[config.mk]
export PLATFORM = sky130hd
export DESIGN_NAME = pft_div
export DESIGN_NICKNAME = d
export VERILOG_FILES = /design/src/hw/rtl/pft_div.sv
export SDC_FILE = /design/constraint.sdc
export NUM_CORES = 2
export LEC_CHECK = 0
export ABC_CLOCK_PERIOD_IN_PS = 6800
export BUFFER_PORTS_ARGS = -buffer_cell sky130_fd_sc_hd__buf_2
export CORE_ASPECT_RATIO = 1.4
export CORE_MARGIN = 3
export CORE_UTILIZATION = 25
export DETAILED_ROUTE_END_ITERATION = 8
export GPL_TIMING_DRIVEN = 1
export PLACE_DENSITY = 0.4
export SYNTH_ARGS = -nofsm -noshare
export SYNTH_HDL_FRONTEND = slang
export SYNTH_SLANG_ARGS = --single-unit
[constraint.sdc]
create_clock -name clk -period 6.8 [get_ports clk]
set_input_delay 0.68 -clock clk [delete_from_list [all_inputs] [get_ports clk]]
set_output_delay 0.68 -clock clk [all_outputs]
set_load 0.01 [all_outputs]
[src/hw/rtl/pft_div.sv]
// Pipelined restoring divider, one quotient bit per register stage.
// Standalone; numerator's upper DEN_W bits must be below the divisor.
`default_nettype none

module pft_div #(
  parameter int DEN_W  = 25,
  parameter int Q_W    = 32,
  parameter int SIDE_W = 1
) (
  input  logic                   clk,
  input  logic                   rst,
  input  logic                   en,
  input  logic                   in_valid,
  input  logic [Q_W+DEN_W-1:0]   num,
  input  logic [DEN_W-1:0]       den,
  input  logic [SIDE_W-1:0]      side_in,
  output logic                   out_valid,
  output logic [Q_W-1:0]         quo,
  output logic [DEN_W-1:0]       rmd,
  output logic [SIDE_W-1:0]      side_out
);

  logic              vld  [Q_W];
  logic [DEN_W-1:0]  r_st [Q_W];
  logic [Q_W-1:0]    n_st [Q_W];
  logic [Q_W-1:0]    q_st [Q_W];
  logic [SIDE_W-1:0] s_st [Q_W];

  logic [DEN_W-1:0]  r_src [Q_W];
  logic [Q_W-1:0]    n_src [Q_W];
  logic [Q_W-1:0]    q_src [Q_W];
  logic [SIDE_W-1:0] s_src [Q_W];
  logic [DEN_W:0]    trial [Q_W];
  logic              ge    [Q_W];
  logic [DEN_W-1:0]  r_next [Q_W];

  always_comb begin
    for (int k = 0; k < Q_W; k++) begin
      if (k == 0) begin
        r_src[k] = num[Q_W+DEN_W-1:Q_W];
        n_src[k] = num[Q_W-1:0];
        q_src[k] = '0;
        s_src[k] = side_in;
      end else begin
        r_src[k] = r_st[k-1];
        n_src[k] = n_st[k-1];
        q_src[k] = q_st[k-1];
        s_src[k] = s_st[k-1];
      end
      trial[k] = {r_src[k], n_src[k][Q_W-1]};
      ge[k]    = (trial[k] >= {1'b0, den});
      r_next[k] = ge[k] ? DEN_W'(trial[k] - {1'b0, den}) : trial[k][DEN_W-1:0];
    end
  end

  always_ff @(posedge clk) begin
    if (rst) begin
      for (int k = 0; k < Q_W; k++) vld[k] <= 1'b0;
    end else if (en) begin
      vld[0] <= in_valid;
      for (int k = 1; k < Q_W; k++) vld[k] <= vld[k-1];
    end
  end

  always_ff @(posedge clk) begin
    if (en) begin
      for (int k = 0; k < Q_W; k++) begin
        r_st[k] <= r_next[k];
        n_st[k] <= n_src[k] << 1;
        q_st[k] <= {q_src[k][Q_W-2:0], ge[k]};
        s_st[k] <= s_src[k];
      end
    end
  end

  assign out_valid = vld[Q_W-1];
  assign quo       = q_st[Q_W-1];
  assign rmd       = r_st[Q_W-1];
  assign side_out  = s_st[Q_W-1];

endmodule

`default_nettype wire

==> metrics <==
Register Area 0.0567 sq mm; Initial Util 0.251; total gr overflow 0; Hold WC Path Type in -> reg; clk_lat worst skew 0.93 ns; post-DR wirelength/cell 20.4 um; critical path arrival 5.95 ns; Pins Over Slew Limit 0; Static Leak 0.0450 uW; Max rail drop VDD 0.214 mV; Post-Syn Area 0.104 sq mm; # placed instances 14,100; Crit. End Element flop; Max-Cap Viols 0; Crit path required time 7.43 ns; worst-case clock skew 0.0513 ns; IO Pins 146; htree depth 4; pin count of the biggest net entering global routing 173; sequential fraction of the synthesis area 0.545; fill cell count 42,200; Layout area overhead 15.1%; Detail Route Antenna Nets 0; EDFF count, synth 1,888; Fin. Hold Viols 0; Synth cell types 90; drt via density 4.71; period utilization 0.783; pwr dens 492 mW/mm^2; area of the multi-input gates 0.0454 sq mm; syn avg cell area 12.1 sq um; Yosys warning total 0; DRT iter0 DRCs 3,982; setup ws final 1.48 ns; root buffer cell clkbuf_16; deepest clock path buffer count 4; fin cells 14,600; Place WS 1.11 ns; RSZ-0062 raised after global routing no; element type at the critical path start flop; predominant post-synthesis flop cell edfxtp_1; WL final 296,000 um; Post-synth ARST share 0; Slew HR 0.196; WS Path Type reg -> reg; DR vias 68,500; net total in the final layout 9,829; GR Util All Layers 0.136; dpl hpwl 215,000 um; CTS buffer count 216; initial antenna violation count 16; f_max 0.188 GHz; TritonCTS clock tree built; Die Y 769 um; gpl congestion 0.851; Setup Total Neg Slack 0 ns; Worst Path Max Fanout 27; # clock sinks 1,888; Buffers on Ports 145; Yosys reg bits 1,888; drt drc 0; Die ar. 0.424 sq mm; core area 0.413 sq mm; Clk pin slew, worst setup/hold paths 0.06 ns; share of layout cells above drive strength 1 0.119; chip width 551 um; Setup violations, final 0; Tmin final 5.32 ns; post-synthesis cell count 8,581; vias in the first global route 70,900; Slew @ Worst Pin 1.20 ns; first-pass GRT wire length 443,000 um; outcome completed; DRT Pass-1 Iters 6; Rows 279; Syn Nets 9,500
[metrics by stage]
stage | hold WS (ns) | instance area (sq um) | util | total power, uW
4_1_cts | 0.00605 | 120000 | 0.289 | 59700
5_1_grt | 0.0384 | 120000 | 0.289 | 63200
6_report | 0.121 | 120000 | 0.289 | 58800
2_1_floorplan | 0.400 | 104000 | - | 39400
3_5_place_dp | 0.405 | 112000 | 0.271 | 47200
3_3_place_gp | 0.400 | 112000 | 0.271 | 47100
[worst max-delay path, cell delays in order (launching register included)]
cell and delay (ns):
edfxtp_1 0.64, ha_1 0.80, a21oi_1 0.19, o221ai_1 0.37, o31a_1 0.27, a21oi_1 0.18
o211ai_1 0.30, a31oi_1 0.21, o31a_1 0.39, o311ai_4 1.01, buf_4 0.32, mux2_2 0.34
[per-layer routing]
layer | track usage | vias up | wire (um)
met5 | 0 | - | 0
met3 | 0.0156 | 495 | 8510
met2 | 0.256 | 1116 | 156000
li1 | - | 33400 | -
met1 | 0.152 | 33600 | 117000
met4 | 0.0595 | 0 | 14500
[final cells by class]
type	instances	share of cell area
diodes	9	0.000188
clock buffers	253	0.0463
inverters	286	0.00903
repair buffers	320	0.0206
clock inverters	133	0.0127
multi-input cells	6198	0.380
well taps	5479	0.0573
flip-flops and latches	1888	0.474
[worst paths after layout]
kind / depth (start not counted) / to / slack, ns / from
max reg2reg: 11 / r_st[1][273] / 1.48 / r_st[1][226]
min: 2 / r_st[0][19] / 0.12 / num[50]
min reg2reg: 0 / q_st[1][258] / 0.38 / q_st[1][225]
max: 11 / r_st[1][273] / 1.48 / r_st[1][226]
[report_power, final]
group	switching [uW]	total (uW)	internal, uW
Sequential	2310	20000	17700
Clock	5020	11900	6830
Combinational	15100	27000	11900
Total	22400	58800	36400
[layout by cell type, fill, tap and decap left out, drive strengths merged, types with 140 or more instances in the layout]
cell and instances:
edfxtp 1888, a21oi 847, ha 800, nor2 548
o21ai 511, nand2 498, xnor2 434, a21o 413
mux2 378, inv 293, buf 284, xor2 257
clkbuf 253, nand3 140
[synthesized netlist by cell type, drive strengths merged (11+ instances only)]
library cell | instances | area [sq um]
edfxtp | 1888 | 56700
a21oi | 847 | 4250
ha | 800 | 10000
nor2 | 548 | 2060
o21ai | 511 | 2570
nand2 | 498 | 1870
xnor2 | 434 | 3800
a21o | 413 | 3100
mux2 | 378 | 4320
inv | 286 | 1080
xor2 | 257 | 2250
clkbuf | 151 | 567
nand3 | 140 | 701
nand4 | 127 | 795
nor2b | 100 | 626
o21bai | 99 | 754
o21a | 97 | 736
nand2b | 96 | 601
nor3 | 87 | 435
a31oi | 81 | 507
and3 | 58 | 363
buf | 58 | 323
a211oi | 55 | 418
and2 | 46 | 288
nor4 | 36 | 225
o31ai | 36 | 285
a221oi | 32 | 299
fa | 32 | 641
o211ai | 27 | 216
mux2i | 26 | 260
o31a | 25 | 219
or2 | 23 | 144
or3 | 23 | 144
a2111oi | 22 | 218
a211o | 22 | 193
a21boi | 19 | 143
and4 | 19 | 166
o41ai | 17 | 149
a31o | 16 | 140
o221ai | 14 | 123
a41oi | 11 | 111
o2111ai | 11 | 96.3
[what timing repair did]
action / CTS / global route
hold buffers: 36 / 0
gates resized for setup: 0 / 0
buffers inserted: 0 / 0
hold endpoints to repair: 36 / 0
[logic make-up (layout without fill, tap and decap cells)]
| family | after synthesis | count (layout) | synth area share |
|---|---|---|---|
| adders and majority gates | 832 | 832 | 0.102 |
| AOI/OAI and AO/OA | 2431 | 2431 | 0.147 |
| other | 0 | 9 | 0 |
| buffers and inverters | 495 | 992 | 0.0189 |
| DFF | 1888 | 1888 | 0.545 |
| and+or+nand+nor | 1840 | 1840 | 0.0841 |
| xor gates and xnor gates | 691 | 691 | 0.0582 |
| muxes | 404 | 404 | 0.0441 |
[registers in the layout (all words and copies together) (netlist names)]
| register | cells |
|---|---|
| r_st | 800 |
| vld | 32 |
| n_st | 496 |
| s_st | 32 |
| q_st | 528 |
No activity file was read; power rests on OpenSTA's default activity.
