==> config.mk <==
export PLATFORM = sky130hd
export DESIGN_NAME = pft_cfg
export DESIGN_NICKNAME = d
export VERILOG_FILES = /design/src/hw/rtl/pft_pkg.sv /design/src/hw/rtl/pft_cfg.sv
export SDC_FILE = /design/constraint.sdc
export NUM_CORES = 1
export LEC_CHECK = 0
export BUFFER_PORTS_ARGS = -buffer_cell sky130_fd_sc_hd__buf_4
export CAP_MARGIN = 5
export CORE_MARGIN = 3
export CORE_UTILIZATION = 40
export CTS_BUF_LIST = sky130_fd_sc_hd__clkbuf_8
export DETAILED_ROUTE_END_ITERATION = 10
export SYNTH_ARGS = -nofsm -noshare
export SYNTH_HDL_FRONTEND = slang
export SYNTH_SLANG_ARGS = --single-unit
==> constraint.sdc <==
create_clock -name clk -period 1.4 [get_ports clk]
set_input_delay 0.07 -clock clk [delete_from_list [all_inputs] [get_ports clk]]
set_output_delay 0.07 -clock clk [all_outputs]
set_load 0.01 [all_outputs]
==> src/hw/rtl/pft_pkg.sv <==
// Shared types, constants and helpers for the periodic foot trajectory core.
// No dependencies; the top-level core and pft_cfg import this package.
`default_nettype none

package pft_pkg;

  // Time stamps are taken modulo 2^TimeBits; positions saturate to PosBits.
  localparam int TimeBits = 32;
  localparam int PosBits  = 32;

  localparam int TIME_W = (TimeBits < 32) ? TimeBits : 32;
  localparam logic [31:0] TIME_MASK =
    (TIME_W >= 32) ? 32'hFFFF_FFFF : 32'((64'd1 << TIME_W) - 64'd1);
  localparam int SAT_W = (PosBits < 32) ? PosBits : 32;

  localparam int TICK_W = 24;          // swing / stance register width
  localparam int PER_W  = TICK_W + 1;  // swing + stance, also 2 * swing
  localparam int Q_W    = 32;          // quotient width of every divider
  localparam int E_W    = TICK_W + 2;  // forward fraction numerator
  localparam int F_W    = TICK_W + 1;  // height fraction numerator
  localparam int H_W    = 33;          // whole steps multiplier
  localparam int LH_W   = 66;          // stride * whole steps
  localparam int OFF_W  = 34;          // rounded fractional offset
  localparam int SUM_W  = 67;          // start + offsets

  localparam logic [TICK_W-1:0] SWING_RST  = 24'd1000;
  localparam logic [TICK_W-1:0] STANCE_RST = 24'd1000;

  typedef enum logic [2:0] {
    REG_START_X     = 3'd0,
    REG_START_Z     = 3'd1,
    REG_STEP_LENGTH = 3'd2,
    REG_STEP_HEIGHT = 3'd3,
    REG_START_TIME  = 3'd4,
    REG_SWING_TICKS = 3'd5,
    REG_STANCE_TICKS = 3'd6,
    REG_HALF_FIRST  = 3'd7
  } cfg_reg_t;

  typedef struct packed {
    logic signed [31:0] start_x;
    logic signed [31:0] start_z;
    logic signed [31:0] stride;
    logic signed [31:0] lift;
    logic [31:0]        start_time;
    logic [TICK_W-1:0]  swing_ticks;
    logic [TICK_W-1:0]  stance_ticks;
    logic               half_first_step;
  } cfg_t;

  // Clamp to the PosBits range, then to the 32-bit field.
  function automatic logic [31:0] sat_pos(input logic signed [SUM_W-1:0] v);
    logic signed [SUM_W-1:0] hi;
    logic signed [SUM_W-1:0] lo;
    logic signed [SUM_W-1:0] c;
    hi = $signed((SUM_W'(1) << (SAT_W - 1)) - SUM_W'(1));
    lo = -hi - SUM_W'(1);
    if (v > hi) begin
      c = hi;
    end else if (v < lo) begin
      c = lo;
    end else begin
      c = v;
    end
    return c[31:0];
  endfunction

endpackage

`default_nettype wire

==> src/hw/rtl/pft_cfg.sv <==
// Configuration register file for the foot trajectory core.
// Depends on pft_pkg for the register codes and the cfg_t bundle.
`default_nettype none

module pft_cfg
  import pft_pkg::*;
(
  input  logic        clk,
  input  logic        rst,
  input  logic        cfg_we,
  input  logic [2:0]  cfg_idx,
  input  logic [31:0] cfg_wdata,
  output cfg_t        cfg
);

  always_ff @(posedge clk) begin
    if (rst) begin
      cfg.start_x         <= '0;
      cfg.start_z         <= '0;
      cfg.stride          <= '0;
      cfg.lift            <= '0;
      cfg.start_time      <= '0;
      cfg.swing_ticks     <= SWING_RST;
      cfg.stance_ticks    <= STANCE_RST;
      cfg.half_first_step <= 1'b0;
    end else if (cfg_we) begin
      unique case (cfg_reg_t'(cfg_idx))
        REG_START_X:      cfg.start_x         <= $signed(cfg_wdata);
        REG_START_Z:      cfg.start_z         <= $signed(cfg_wdata);
        REG_STEP_LENGTH:  cfg.stride          <= $signed(cfg_wdata);
        REG_STEP_HEIGHT:  cfg.lift            <= $signed(cfg_wdata);
        REG_START_TIME:   cfg.start_time      <= cfg_wdata;
        REG_SWING_TICKS:  cfg.swing_ticks     <= cfg_wdata[TICK_W-1:0];
        REG_STANCE_TICKS: cfg.stance_ticks    <= cfg_wdata[TICK_W-1:0];
        REG_HALF_FIRST:   cfg.half_first_step <= cfg_wdata[0];
      endcase
    end
  end

endmodule

`default_nettype wire
==> flow_summary_export.csv, run 1 <==
group,metric,value,unit
global_routing,grt_pass1_wl,35500,µm
sta,fin_tns_setup,0,ps
synth,async_reset_ff_share,0,%
placed_design,dp_hpwl,15800,µm
clock_network,cts-root-buf,"clkbuf_8",
critical_path,timing.critical_path.from_type,"primary input",
routing,post_drt_wl_per_cell,17.6,µm
global_routing,grt_pass1_vias,6344,
finish,drive_gt1_share,31.3,%
placed_design,dpl_cell_area,10400,µm²
routing,ant_nets,0,
synth,yosys.area_share.adder,0,%
floorplan,start_util,41.4,%
critical_path,cpMaxStageDelayCell,"or4b_4",
synth,synthSimpleGateAreaFrac,19.6,%
sta,finalSetupViolCount,0,
pwr,ir_drop,892,µV
finish,syn_to_final_growth,38.2,%
critical_path,path_buf_inv,2,
synth,avgSynthCellArea,11.1,µm²
synth,synthMuxAreaShare,25.7,%
clock_network,cts_setup_buffers,0,
floorplan,rows,51,
clock_network,cts_tree,"built",
critical_path,reg2reg_slack,760,ps
finish,n_antenna_cell,0,
pwr,p_leak,5.78,nW
critical_path,max_stage_delay,700,ps
synth,ys_types,16,
synth,yosysTopAreaCell,"dfxtp_1",
floorplan,ios,247,
routing,totalWireLength,22800,µm
floorplan,die_w,149,µm
synth,synth-xor-area-share,0,%
synth,yosysWarnings,0,
job,maxCapViolations,0,
synth,synthTopCellsByArea,"dfxtp_1 51%, mux2i_1 26%, nand2b_1 18%, buf_2 1.4%, clkbuf_1 1.3%",
synth,postSynthCellCount,732,
sta,period_share,97.3,%
synth,synth_top_cell_area_share,51.3,%
floorplan,die-area,22100,µm²
sta,relSlewSlack,74.7,%
synth,synth-compound-area-share,0,%
global_routing,overflow,0,
hold_path,hold_path.class,"primary input to register",
critical_path,cp_data_arrival_time,1730,ps
global_routing,grtUsageTotal,20.0,%
routing,first_iter_violations,147,
critical_path,crit_required,1770,ps
synth,synth_edf_count,0,
sta,tightest_slew,380,ps
sta,layout_setup_ws,38.3,ps
outcome,outcome,"complete, no violations",
floorplan,dieHeight,149,µm
sta,skew,0,ps
critical_path,crit_path_cell_trace,"dlygate4sd3_1 -> buf_4 -> or4b_4 -> mux2i_1",
sta,slew_violations,0,
placed_design,port_buffers,246,
routing,detail_route.vias_per_cell,4.72,
clock_network,htreeDepth,2,
synth,synth-seq-area-share,51.3,%
synth,netlist_area,8160,µm²
sta,period_minus_slack,1360,ps
clock_network,numClockSinks,209,
pwr,power_density,1090,nW/µm²
placed_design,dpl_worst_slack,135,ps
sta,max_freq,0.734,GHz
synth,synth_top_flop_cell,"dfxtp_1",
global_routing,grt_max_degree,68,
synth,syn-num-nets,770,
sta,hold_viol,0,
critical_path,path_delay_family,"buffers and inverters",
synth,synth_top_family_by_area,"multiplexers",
finish,instances_no_fill,1293,
synth,ys_ff_latch,209,
routing,drc,0,
placed_design,gp_congestion,0.767,
routing,num_vias,6097,
critical_path,worst-setup-path-type,"primary input to register",
finish,num-fill-cells,1711,
critical_path,cp_max_fo,16,
finish,nNetsFinal,1045,
sta,rsz0062_at_grt,"no",
floorplan,coreArea,19700,µm²
global_routing,antenna_found_initial,0,
clock_network,clock_path_buffers,3,
routing,dr.pass1.iters,5,
clock_network,cts.clk_slew.worst_paths,60,ps
placed_design,numPlacedInstances,1213,
finish,largest_register_ffs,209,
finish,stdcell_area,11300,µm²
clock_network,numCtsBuffers,37,
finish,reg_top3,"cfg (209)",
critical_path,cp-end-kind,"register",
finish,largest_register,"cfg",
clock_network,clk_latency,490,ps
layer usage:
layer	wire, µm	up-vias	global-route usage [%]
met5	0	-	0
met3	1810	36	6.53
li1	-	2971	-
met4	475	0	5.77
met2	10900	185	34.0
met1	9590	2905	24.3
report_power, final:
part	internal (mW)	leakage, nW	switching, mW
sequential	6.08	1.69	0.0777
combinational	0.555	3.69	0.508
clock	2.76	0.398	2.29
cell families after synthesis:
group,count (synthesis)
simple gates,257
mux,209
flops,209
buf+inv,57
final cells by class:
type / count / area (µm²) / area share [%]
clock buffer: 43 / 592 / 5.25
clock inverter: 17 / 65.1 / 0.577
multi-input combinational: 466 / 3740 / 33.2
sequential: 209 / 4180 / 37.1
tap: 265 / 332 / 2.94
timing repair buffer: 293 / 2350 / 20.9
per-stage QoR:
step / hold slack [ps] / power, mW / util (%)
after CTS: 3.95 / 12.4 / 57.1
after floorplan: 241 / 6.82 / -
after global placement: 345 / 7.29 / 52.8
final: 15.5 / 12.3 / 57.1
after global routing: 28.2 / 12.8 / 57.1
after detailed placement: 357 / 7.31 / 52.8
cell usage in the layout (no fill, tap or decap):
| cell | count |
|---|---|
| nand4b_1 | 3 |
| nor4b_2 | 1 |
| dfxtp_1 | 209 |
| clkbuf_8 | 43 |
| nand4_1 | 1 |
| inv_1 | 16 |
| or4b_4 | 1 |
| mux2i_1 | 209 |
| buf_12 | 8 |
| nor2_1 | 18 |
| nor4bb_4 | 1 |
| nand4bb_1 | 1 |
| clkinv_2 | 1 |
| buf_4 | 265 |
| nand2b_1 | 229 |
| dlygate4sd3_1 | 20 |
| nand4bb_4 | 2 |
cell usage after synthesis, types with 2 or more instances:
master / count
buf_2: 22
buf_4: 2
buf_6: 2
clkbuf_1: 29
dfxtp_1: 209
mux2i_1: 209
nand2b_1: 229
nand4b_1: 3
nand4bb_1: 3
nor2_1: 18
worst min-delay path, delay by kind of cell:
kind,cells,cell delay (ps)
AND/OR/NAND/NOR,1,160
buffers and inverters,1,80
multiplexers,1,170
path summary, 6_finish.rpt:
check / from / endpoint / cells past startpoint
max reg2reg: cfg[92]$_SDFFE_PP0P_ / cfg[92]$_SDFFE_PP0P_ / 2
max: cfg_idx[1] / cfg[197]$_SDFFE_PP0P_ / 4
min reg2reg: cfg[167]$_SDFFE_PP0P_ / cfg[167]$_SDFFE_PP0P_ / 2
min: cfg_wdata[11] / cfg[12]$_SDFFE_PP0P_ / 3
repair_timing:
item,4_1_cts,5_1_grt
gates resized for setup,0,0
hold buffers,20,0
endpoints found under the hold margin,89,0
Power figures use the tool's default switching activity.
==> run 2, diff against run 1 <==
--- a/config.mk
+++ b/config.mk
@@ -11,6 +11,7 @@
 export CORE_UTILIZATION = 40
 export CTS_BUF_LIST = sky130_fd_sc_hd__clkbuf_8
 export DETAILED_ROUTE_END_ITERATION = 10
+export MAX_ROUTING_LAYER = met4
 export SYNTH_ARGS = -nofsm -noshare
 export SYNTH_HDL_FRONTEND = slang
 export SYNTH_SLANG_ARGS = --single-unit
==> constraint.sdc (replaced) <==
create_clock -name clk -period 1.4 [get_ports clk]
set_input_delay 0.07 -clock clk [delete_from_list [all_inputs] [get_ports clk]]
set_output_delay 0.07 -clock clk [all_outputs]
set_load 0.02 [all_outputs]
==> flow_summary_export.csv, run 2 (synthesis gave the netlist of run 1 again) <==
group,metric,value,unit
outcome,outcome,"complete, no violations",
finish,drive_gt1_share,31.3,%
placed_design,port_buffers,246,
sta,slew_violations,0,
clock_network,clock_path_buffers,3,
finish,n_antenna_cell,0,
pwr,p_leak,5.78,nW
routing,drc,0,
critical_path,timing.critical_path.from_type,"primary input",
finish,num-fill-cells,1711,
finish,syn_to_final_growth,38.2,%
finish,nNetsFinal,1045,
finish,layout_common_cells,"265 x buf_4, 229 x nand2b_1, 209 x mux2i_1, 209 x dfxtp_1, 43 x clkbuf_8",
routing,dr.pass1.iters,5,
pwr,power_density,1100,nW/µm²
critical_path,reg2reg_from,"cfg[13]$_SDFFE_PP0P_",
sta,tightest_slew,379,ps
floorplan,dieHeight,149,µm
routing,first_iter_violations,165,
pwr,ir_drop,897,µV
routing,ant_nets,0,
global_routing,grt_pass1_wl,35500,µm
critical_path,cp_max_fo,16,
clock_network,htreeDepth,2,
clock_network,numCtsBuffers,37,
placed_design,gp_congestion,0.777,
sta,fin_tns_setup,0,ps
clock_network,cts-root-buf,"clkbuf_8",
routing,detail_route.vias_per_cell,4.71,
routing,num_vias,6094,
floorplan,start_util,41.4,%
clock_network,cts_tree,"built",
clock_network,cts_setup_buffers,0,
hold_path,hp-start,"cfg_wdata[11]",
sta,rsz0062_at_grt,"no",
hold_path,hold_path.class,"primary input to register",
finish,largest_register,"cfg",
finish,largest_register_ffs,209,
clock_network,cts.clk_slew.worst_paths,60,ps
global_routing,grt_pass1_vias,6357,
clock_network,post_cts_resized,0,
global_routing,grtUsageTotal,20.6,%
sta,relSlewSlack,74.7,%
sta,hold_viol,0,
sta,period_share,97.0,%
global_routing,overflow,0,
floorplan,ios,247,
global_routing,grt_max_degree,68,
routing,post_drt_wl_per_cell,17.7,µm
critical_path,crit_required,1770,ps
job,maxCapViolations,0,
floorplan,die_w,149,µm
critical_path,cp_data_arrival_time,1730,ps
clock_network,clk_latency,490,ps
floorplan,coreArea,19700,µm²
floorplan,rows,51,
clock_network,hold_buffers,20,
finish,final_common_cell,"buf_4",
clock_network,numClockSinks,209,
critical_path,cp-end-kind,"register",
critical_path,worst-setup-path-type,"primary input to register",
placed_design,dp_hpwl,15800,µm
sta,period_minus_slack,1360,ps
finish,post-route-util,57.1,%
global_routing,antenna_found_initial,0,
sta,max_freq,0.736,GHz
routing,totalWireLength,22800,µm
sta,finalSetupViolCount,0,
critical_path,crit_path_start,"cfg_idx[1]",
floorplan,die-area,22100,µm²
finish,reg_top3,"cfg (209)",
sta,skew,0,ps
-- run 2: cell counts in the layout (fill, tap and decap cells not counted) --
Identical to the previous run, type by type.
-- run 2: power by group --
part | internal (mW) | switching [mW] | leakage (nW)
Combinational | 0.559 | 0.607 | 3.69
Clock | 2.76 | 2.31 | 0.398
Sequential | 6.08 | 0.0777 | 1.69
-- run 2: final cells by class --
type                            count  area, µm²  area share [%]
Tap cell                          265        332            2.94
Multi-Input combinational cell    466       3740            33.2
Clock inverter                     17       65.1           0.577
Sequential cell                   209       4180            37.1
Timing Repair Buffer              293       2350            20.9
Clock buffer                       43        592            5.25
-- run 2: worst paths after layout --
check / end / slack [ps] / cells past startpoint
worst min register to register: cfg[167]$_SDFFE_PP0P_ / 470 / 2
worst max-delay path: cfg[200]$_SDFFE_PP0P_ / 40 / 4
worst min-delay path: cfg[12]$_SDFFE_PP0P_ / 20 / 3
worst max register to register: cfg[13]$_SDFFE_PP0P_ / 760 / 2
-- run 2: worst max-delay path, stage by stage --
cell and delay, ps:
dlygate4sd3_1 570, buf_4 200, or4b_4 700, mux2i_1 180
-- run 2: stage by stage --
stage	setup WS [ps]	instance area, µm²	power [mW]	instances	hold slack, ps
after CTS	84.2	11300	12.6	1293	3.95
after global placement	161	10400	7.39	1213	345
after detailed placement	135	10400	7.42	1213	357
after floorplan	159	8160	6.92	732	241
final	41.3	11300	12.4	1293	18.1
after global routing	42.0	11300	12.9	1293	28.2
-- run 2: metal layers --
layer	vias up	share of wire [%]	global-route usage, %
met5	-	0	-
met4	0	1.9	5.77
met3	31	7.1	5.99
met2	181	48	34.0
met1	2910	43	24.6
li1	2972	-	-
==> run 3, diff against run 2 <==
--- a/config.mk
+++ b/config.mk
@@ -11,6 +11,7 @@
 export CORE_UTILIZATION = 40
 export CTS_BUF_LIST = sky130_fd_sc_hd__clkbuf_8
 export DETAILED_ROUTE_END_ITERATION = 10
+export HOLD_SLACK_MARGIN = 0.05
 export MAX_ROUTING_LAYER = met4
 export SYNTH_ARGS = -nofsm -noshare
 export SYNTH_HDL_FRONTEND = slang
==> flow_summary_export.csv, run 3 (synthesis gave the netlist of run 1 again) <==
group,metric,value,unit
sta,fin_tns_setup,0,ps
routing,totalWireLength,22900,µm
global_routing,grt_pass1_wl,35800,µm
sta,finalSetupViolCount,0,
finish,drive_gt1_share,31.0,%
sta,period_share,97.1,%
critical_path,crit_required,1760,ps
sta,hold_viol,0,
placed_design,port_buffers,246,
clock_network,cts-root-buf,"clkbuf_8",
routing,post_drt_wl_per_cell,17.5,µm
sta,max_freq,0.735,GHz
hold_path,hold_path.class,"primary input to register",
sta,layout_setup_ws,40.1,ps
clock_network,numCtsBuffers,37,
floorplan,coreArea,19700,µm²
finish,layout_common_cells,"265 x buf_4, 229 x nand2b_1, 209 x mux2i_1, 209 x dfxtp_1, 43 x clkbuf_8",
critical_path,cp-end-kind,"register",
sta,slew_violations,0,
finish,num-fill-cells,1696,
global_routing,grt_pass1_vias,6452,
routing,ant_nets,0,
job,maxCapViolations,0,
floorplan,rows,51,
clock_network,clk_latency,490,ps
sta,relSlewSlack,74.8,%
placed_design,dp_hpwl,15800,µm
critical_path,cp_data_arrival_time,1720,ps
clock_network,clock_path_buffers,3,
outcome,outcome,"complete, no violations",
pwr,p_leak,5.83,nW
finish,nNetsFinal,1057,
routing,first_iter_violations,171,
sta,fin_hold_ws,65.9,ps
finish,final_common_cell,"buf_4",
finish,largest_register,"cfg",
finish,stdcell_area,11400,µm²
critical_path,timing.critical_path.from_type,"primary input",
sta,skew,0,ps
floorplan,die-area,22100,µm²
clock_network,cts.clk_slew.worst_paths,50,ps
global_routing,grt_max_degree,68,
placed_design,dpl_cell_area,10400,µm²
routing,num_vias,6133,
finish,syn_to_final_growth,39.6,%
sta,rsz0062_at_grt,"no",
routing,detail_route.vias_per_cell,4.70,
floorplan,ios,247,
finish,post-route-util,57.8,%
pwr,p_total,12.4,mW
global_routing,overflow,0,
clock_network,cts_tree,"built",
finish,reg_top3,"cfg (209)",
global_routing,antenna_found_initial,0,
placed_design,gp_congestion,0.777,
pwr,ir_drop,895,µV
floorplan,die_w,149,µm
finish,instances_no_fill,1305,
placed_design,dpl_worst_slack,135,ps
finish,largest_register_ffs,209,
finish,n_antenna_cell,0,
critical_path,worst-setup-path-type,"primary input to register",
placed_design,numPlacedInstances,1213,
global_routing,grtUsageTotal,20.7,%
clock_network,htreeDepth,2,
sta,tightest_slew,377,ps
floorplan,dieHeight,149,µm
finish,multiInputGateArea,3740,µm²
routing,drc,0,
clock_network,cts_setup_buffers,0,
routing,dr.pass1.iters,5,
floorplan,start_util,41.4,%
sta,period_minus_slack,1360,ps
clock_network,numClockSinks,209,
pwr,power_density,1090,nW/µm²
finish,register_area,4180,µm²
critical_path,cp_max_fo,16,
## run 3: cell type report
type | count | area share, %
Clock buffer | 43 | 5.20
Clock inverter | 17 | 0.571
Multi-Input combinational cell | 466 | 32.9
Sequential cell | 209 | 36.7
Tap cell | 265 | 2.91
Timing Repair Buffer | 305 | 21.7
## run 3: power by group
group          total [mW]  leakage, nW  switching [mW]  internal (mW)
Sequential           6.16         1.69          0.0778           6.08
Combinational        1.19         3.74           0.612          0.581
Clock                5.06        0.398            2.31           2.76
Total                12.4         5.83            3.00           9.42
## run 3: what timing repair did
action / in CTS / in global routing
setup endpoints to repair: 0 / 0
hold buffers: 32 / 0
endpoints found under the hold margin: 155 / 0
gates resized for setup: 0 / 0
## run 3: worst paths after layout
kind | startpoint | cells past startpoint | to | slack, ps
max | cfg_idx[1] | 4 | cfg[197]$_SDFFE_PP0P_ | 40
min | cfg_wdata[1] | 3 | cfg[82]$_SDFFE_PP0P_ | 70
max reg2reg | cfg[92]$_SDFFE_PP0P_ | 2 | cfg[92]$_SDFFE_PP0P_ | 750
min reg2reg | cfg[167]$_SDFFE_PP0P_ | 2 | cfg[167]$_SDFFE_PP0P_ | 470
## run 3: routing by layer
| metal | part of all wire [%] | track usage, % | up-vias | wire length [µm] |
|---|---|---|---|---|
| met5 | 0 | - | - | 0 |
| met4 | 2.1 | 5.77 | 0 | 481 |
| met3 | 7.4 | 6.05 | 35 | 1690 |
| met2 | 48 | 34.5 | 192 | 11000 |
| met1 | 43 | 24.6 | 2910 | 9750 |
| li1 | - | - | 2996 | - |
## run 3: critical path, cell delays in order
cell	delay, ps
dlygate4sd3_1	570
buf_4	200
or4b_4	700
mux2i_1	180
